==> config.mk <==
export PLATFORM = sky130hd
export DESIGN_NAME = mvfam_ctrl
export DESIGN_NICKNAME = d
export VERILOG_FILES = /design/src/rtl/core/mvfam_pkg.sv /design/src/rtl/core/mvfam_ctrl.sv
export SDC_FILE = /design/constraint.sdc
export NUM_CORES = 1
export LEC_CHECK = 0
export ABC_AREA = 0
export BUFFER_PORTS_ARGS = -buffer_cell sky130_fd_sc_hd__clkbuf_2
export CAP_MARGIN = 5
export CELL_PAD_IN_SITES_DETAIL_PLACEMENT = 0
export CELL_PAD_IN_SITES_GLOBAL_PLACEMENT = 2
export CORE_MARGIN = 2
export CORE_UTILIZATION = 27
export DETAILED_ROUTE_END_ITERATION = 8
export PLACE_DENSITY = 0.79
export SYNTH_ARGS = -nofsm -noshare
export SYNTH_HDL_FRONTEND = slang
export SYNTH_SLANG_ARGS = --single-unit
export TNS_END_PERCENT = 10
==> constraint.sdc <==
create_clock -name clk -period 2.25 [get_ports clk]
set_clock_uncertainty 0.2 [all_clocks]
set_input_delay 0.1125 -clock clk [delete_from_list [all_inputs] [get_ports clk]]
set_output_delay 0.1125 -clock clk [all_outputs]
set_load 0.005 [all_outputs]
==> src/rtl/core/mvfam_pkg.sv <==
// Package: shared constants, op codes and controller-datapath command types.
package mvfam_pkg;
	localparam int VOICE_COUNT = 16;
	localparam int VOICE_W = $clog2(VOICE_COUNT);
	localparam int FIFO_DEPTH = 4096;
	localparam int PTR_W = $clog2(FIFO_DEPTH);
	localparam int MEM_AW = VOICE_W + PTR_W;

	localparam logic [2:0] OP_PUSH  = 3'd0;
	localparam logic [2:0] OP_TICK  = 3'd1;
	localparam logic [2:0] OP_PLAY  = 3'd2;
	localparam logic [2:0] OP_GAIN  = 3'd3;
	localparam logic [2:0] OP_CLEAR = 3'd4;
	localparam logic [2:0] OP_READ  = 3'd5;

	localparam logic [PTR_W-1:0] FILL_MAX = PTR_W'(FIFO_DEPTH - 1);
	localparam logic [15:0] UNITY_GAIN = 16'd32768;
	localparam logic [11:0] THRESH_RESET = 12'd2048;

	typedef struct packed {
		logic             latch;   // capture request fields
		logic             simple;  // execute a non-tick op
		logic             rd_fetch; // read pointer/gain/playing of tick voice, issue mem read
		logic             mac;     // multiply-accumulate fetched sample
		logic             done;    // present result
		logic [VOICE_W-1:0] tv;    // tick voice
	} mvfam_cmd_t;

	typedef struct packed {
		logic fetch_ok; // tick voice playing and non-empty
	} mvfam_sts_t;
endpackage

==> src/rtl/core/mvfam_ctrl.sv <==
// Controller: sequences one request, walking the voices for a mix tick.
module mvfam_ctrl (
	input  logic                  clk,
	input  logic                  arst_n,
	input  logic                  start,
	input  logic [2:0]            op,
	input  mvfam_pkg::mvfam_sts_t sts,
	output logic                  busy,
	output mvfam_pkg::mvfam_cmd_t cmd
);
	localparam logic [2:0] S_IDLE = 3'd0, S_EXEC = 3'd1, S_FETCH = 3'd2,
		S_WAIT = 3'd3, S_MAC = 3'd4, S_DONE = 3'd5;
	logic [2:0] state_q;
	logic [mvfam_pkg::VOICE_W-1:0] tv_q;
	logic is_tick_q;

	always_ff @(posedge clk or negedge arst_n) begin
		if (!arst_n) begin
			state_q <= S_IDLE;
			tv_q <= '0;
			is_tick_q <= 1'b0;
		end else begin
			case (state_q)
				S_IDLE: if (start) begin
					is_tick_q <= (op == mvfam_pkg::OP_TICK);
					tv_q <= '0;
					state_q <= S_EXEC;
				end
				S_EXEC: state_q <= is_tick_q ? S_FETCH : S_DONE;
				S_FETCH: state_q <= sts.fetch_ok ? S_WAIT : S_MAC;
				S_WAIT: state_q <= S_MAC;
				S_MAC: begin
					tv_q <= tv_q + 1'b1;
					state_q <= (tv_q == mvfam_pkg::VOICE_W'(mvfam_pkg::VOICE_COUNT - 1))
						? S_DONE : S_FETCH;
				end
				S_DONE: state_q <= S_IDLE;
				default: state_q <= S_IDLE;
			endcase
		end
	end

	assign busy = (state_q != S_IDLE);
	always_comb begin
		cmd.latch = (state_q == S_IDLE) && start;
		cmd.simple = (state_q == S_EXEC) && !is_tick_q;
		cmd.rd_fetch = (state_q == S_FETCH);
		cmd.mac = (state_q == S_MAC);
		cmd.done = (state_q == S_DONE);
		cmd.tv = tv_q;
	end
endmodule

After elaboration in Yosys (flattened, before gate mapping)
Index checks and enable logic that the tools add are counted.

word-level totals
  flip-flop bits (word level) = 8
  latch bits = 0
  memory bits (writable) = 0
  bits in read-only memories = 0
  input bits = 7
  word-level logic and storage cells = 27
  memories kept = 0

operators by class
  add/sub/neg operators = 1
  $mul = 0
  div/mod/pow operators = 0
  order comparisons = 0
  equality and inequality tests = 8
  shift-type cells = 0
  mux-type cells = 7
  bitwise gates (word level) = 0
  reduce and logical (&&, ||, !) cells = 8

operators by type and width
  operator             number
  $pmux 3 s5           1
  $mux 3               4
  $pmux 4 s2           1
  $eq 3x1->1 const B   2
  $eq 3x2->1 const B   2
  $eq 3x3->1 const B   2
  $add 4x1->4 const B  1
  $eq 4x4->1 const B   1
  $mux 4               1
  $reduce_and 2->1     2
  $logic_not 3->1      1
  $reduce_bool 3->1    1
  $logic_and 1x1->1    2
  $ne 2x2->1 const B   1
  $reduce_bool 2->1    1
  $logic_not 1->1      1

Depth between registers and ports, before layout
  word-level depth = 3
  depth in mapped cells = 6
  mapped depth without buffers = 4

Least setup slack after synthesis
No wires, ideal clock.

  path type = register to register
  start = register state_q[2]
  end = register tv_q[2] (netlist name)
  library setup time = 0.121 ns
  arrival = 1.368 ns
  setup slack = 0.561 ns
  stages on the path, launching flop included = 5
  cell sequence = dfrtp_1 > buf_6 > or4b_4 > and2_4 > a22o_1

on the way
  word-level cells in the longest chain between the ends = 3
  elaborated cells between the ends (all ways) = 6
  those cells by class = 2 x eq/ne; 1 x mux; 3 x reduce/logical

ends and longest elaborated chain
  item                                                              RTL line          RTL
  from (decl)                                                       mvfam_ctrl.sv:13  logic [2:0] state_q;
  from (signal assigned)                                            mvfam_ctrl.sv:29  S_EXEC: state_q <= is_tick_q ? S_FETCH : S_DONE;
  from (signal assigned)                                            mvfam_ctrl.sv:30  S_FETCH: state_q <= sts.fetch_ok ? S_WAIT : S_MAC;
  from (signal assigned)                                            mvfam_ctrl.sv:34  state_q <= (tv_q == mvfam_pkg::VOICE_W'(mvfam_pkg::VOICE_COUNT - 1))
  $eq 3x3->1 or $logic_not 3->1 (tied branches)                     mvfam_ctrl.sv:23  case (state_q)
  $reduce_bool 2->1 (no source line) or $ne 2x2->1 (tied branches)  --
  $reduce_and 2->1 (no source line)                                 --
  to (signal assigned)                                              mvfam_ctrl.sv:33  tv_q <= tv_q + 1'b1;
  to (decl)                                                         mvfam_ctrl.sv:14  logic [mvfam_pkg::VOICE_W-1:0] tv_q;

Parallel ways exist; a longest one is shown, timed or not.
A chain may end at the register's enable or synchronous reset.

==> results.yml <==
yosys:
  syn_inst: 49
  syn-cell-area_sq_um: 479
  synth-seq-area-share: 0.418
  synth_nets: 57
  yosys_warnings: 0
  synth_area_leader_cell: "dfrtp_1"
  synth_top_area_frac: 0.418
  synth.avg_cell_area_sq_um: 9.78
  synthTopCellsByArea: "dfrtp_1 42%, o21ai_0 7.3%, mux2_2 7.0%"
  synth-seq-cells: 8
  synth.distinct_cells: 25
pwr:
  p_leak_nw: 0.302
  p_int_w: 0.000439
  p_per_area_nw_per_um2: 1160
  peakVddDrop_mv: 0.414
  combPwrFrac: 0.422
  p_clk_frac: 0.156
  netSwitchingPower_w: 0.000261
  p_sw_frac: 0.373
  seq_power_share: 0.422
finish:
  stdcell_count: 84
  fin_nets: 77
  area.growth.synth_to_final_pct: 25.8
  n_antenna_cell: 0
  drive_above_1_share: 0.388
clocking:
  clk-insertion-delay-late_ps: 250
  cts_max_path_buffers: 2
  cts-root-buf: "clkbuf_4"
  clkSlewWorstSetupHoldPaths_ps: 60
  postCtsSetupRepairBufs: 0
  cts_tree: "built"
  cts_sinks: 8
  htree_levels: 1
  cts_buffers: 3
die:
  fp.dieW_um: 46.1
  start_util: 0.284
  coreArea_sq_um: 1690
  ioPinCount: 17
  die-area_sq_um: 2130
  die_h_um: 46.1
  core.rowCount: 15
grt:
  grt_pass1_vias: 363
  antenna_found_initial: 0
  grt_util_all_layers: 0.0981
  overflow: 0
  grt_max_degree: 13
  grt_pass1_wl_um: 1450
route:
  vias_per_cell: 4.89
  ant_nets: 0
  firstDrtPassIters: 3
  wl_um: 894
  routedWlPerCell_um: 10.6
  drtIter0Drc: 6
  vias: 411
  drcViolationCount: 0
place:
  dp.cells: 78
  portBuffers: 16
  dp_hpwl_um: 688
  gp_congestion: 0.772
sta:
  tightest_slew_ps: 315
  finalMaxSlewViolations: 0
  rsz0062_at_grt: "no"
  fmax_mhz: 551
  min_period_ps: 1810
  hold_violations: 0
  setup-violations-final: 0
  slew_headroom: 0.790
  tns_ps: 0
  timing.final.crit_share: 0.806
setup_path:
  crit_path_top_delay_cell: "or3b_1"
  endpoint_kind: "output pin"
  cp.arrival_ps: 1500
  rr_worst_depth: 3
  r2r-end: "tv_q[2]"
  critPathTopFamily: "simple AND/OR/NAND/NOR gates"
  reg2reg_slack_ps: 530
  endpoint: "cmd[5]"
  path_cells: "or3b_1, inv_1, clkbuf_2"
  critPathLaunch: "state_q[0]"
  critPathBufInv: 2
  path_max_fanout: 11
  crit_path_max_incr_delay_ps: 510
  required_ps: 1940
  worst_setup_path_start_kind: "flop"
  crit_cells: 3
  path_class: "reg2out"
  r2r-start: "state_q[0]"
run:
  cap_violations: 0
outcome:
  outcome: "finished, final reports clean"
hold_path:
  hold_path_class: "in2reg"
==> layout make-up <==
type | instances | area [sq um]
well taps | 17 | 21.3
fillers | 195 | 1090
clock buffers | 3 | 22.5
flip-flops and latches | 8 | 200
multi-input cells | 35 | 241
inverters | 2 | 7.51
repair buffers | 19 | 110
==> cells in the mapped netlist, drive strengths merged <==
library cell  instances
dfrtp                 8
o21ai                 7
nand2                 4
mux2                  3
nand3                 3
a22o                  2
buf                   2
clkbuf                2
inv                   2
a21oi                 1
and2                  1
and3                  1
and3b                 1
ha                    1
nand2b                1
nor2                  1
nor2b                 1
nor3                  1
nor3b                 1
nor4b                 1
o22ai                 1
or3                   1
or3b                  1
or4b                  1
xor2                  1
==> worst min-delay path by stage <==
stage               startpoint         end  cells after the start
global placement        arst_n  state_q[1]                      1
global route               sts  state_q[2]                      4
floorplan               arst_n   is_tick_q                      0
detailed placement      arst_n  state_q[1]                      1
CTS                        sts  state_q[2]                      4
finish                     sts  state_q[2]                      4
==> routing by layer <==
layer  global-route usage  wire length, um  share of wire  vias up
met3               0.0471               58          0.065        0
met1                0.115              421           0.47      186
met2                0.156              415           0.46       13
li1                     -                -              -      212
met5                    0                0              0        -
met4               0.0343                0              0        0
==> cells in the final DEF, fill, tap and decap left out, drive strengths merged, types with 2 or more instances in the layout <==
master        n
dfrtp         8
nand3         3
clkbuf       19
mux2          3
dlygate4sd3   3
o21ai         7
nand2         4
inv           2
a22o          2
==> worst reg2reg max path: stages, from the launching register on <==
cell and delay, ps:
dfrtp_1 470, or4b_4 590, and2_4 180, a22o_1 170
==> logic make-up (layout without fill, tap and decap cells) <==
| kind of cell | count (synthesis) | count (layout) | share of synthesized area |
|---|---|---|---|
| XOR/XNOR | 1 | 1 | 0.0183 |
| flip-flops | 8 | 8 | 0.418 |
| AND/OR/NAND/NOR | 19 | 19 | 0.256 |
| AO/OA/AOI/OAI | 11 | 11 | 0.133 |
| buffers and inverters | 6 | 24 | 0.0783 |
| multiplexers | 3 | 3 | 0.0705 |
| adder cells (fa/ha/maj) | 1 | 1 | 0.0261 |
==> metrics by stage <==
step | area [sq um] | setup WS [ps] | utilization | power [W] | hold WS [ps]
after global placement | 551 | 533 | 0.326 | 0.000599 | -233
final | 603 | 436 | 0.357 | 0.000700 | 23.4
after global routing | 603 | 339 | 0.357 | 0.000770 | 42.6
after detailed placement | 551 | 526 | 0.326 | 0.000595 | -231
after CTS | 603 | 422 | 0.357 | 0.000710 | 26.8
after floorplan | 479 | 561 | - | 0.000521 | -383
==> state kept, by name, summed over array words and instances, names as in the netlist <==
signal	cells
tv_q	4
state_q	3
is_tick_q	1
==> timing repair <==
action                                 CTS  global route
hold buffers                             3             0
gates resized for setup                  0             0
endpoints found under the hold margin    9             0
==> power groups by stage <==
stage          clock (W)  combinational, W  sequential [W]
6_report        0.000109          0.000296        0.000295
5_1_grt         0.000121          0.000336        0.000314
4_1_cts         0.000114          0.000301        0.000295
3_5_place_dp           0          0.000296        0.000299
3_3_place_gp           0          0.000300        0.000299
2_1_floorplan          0          0.000272        0.000248
No activity file was read; power rests on OpenSTA's default activity.
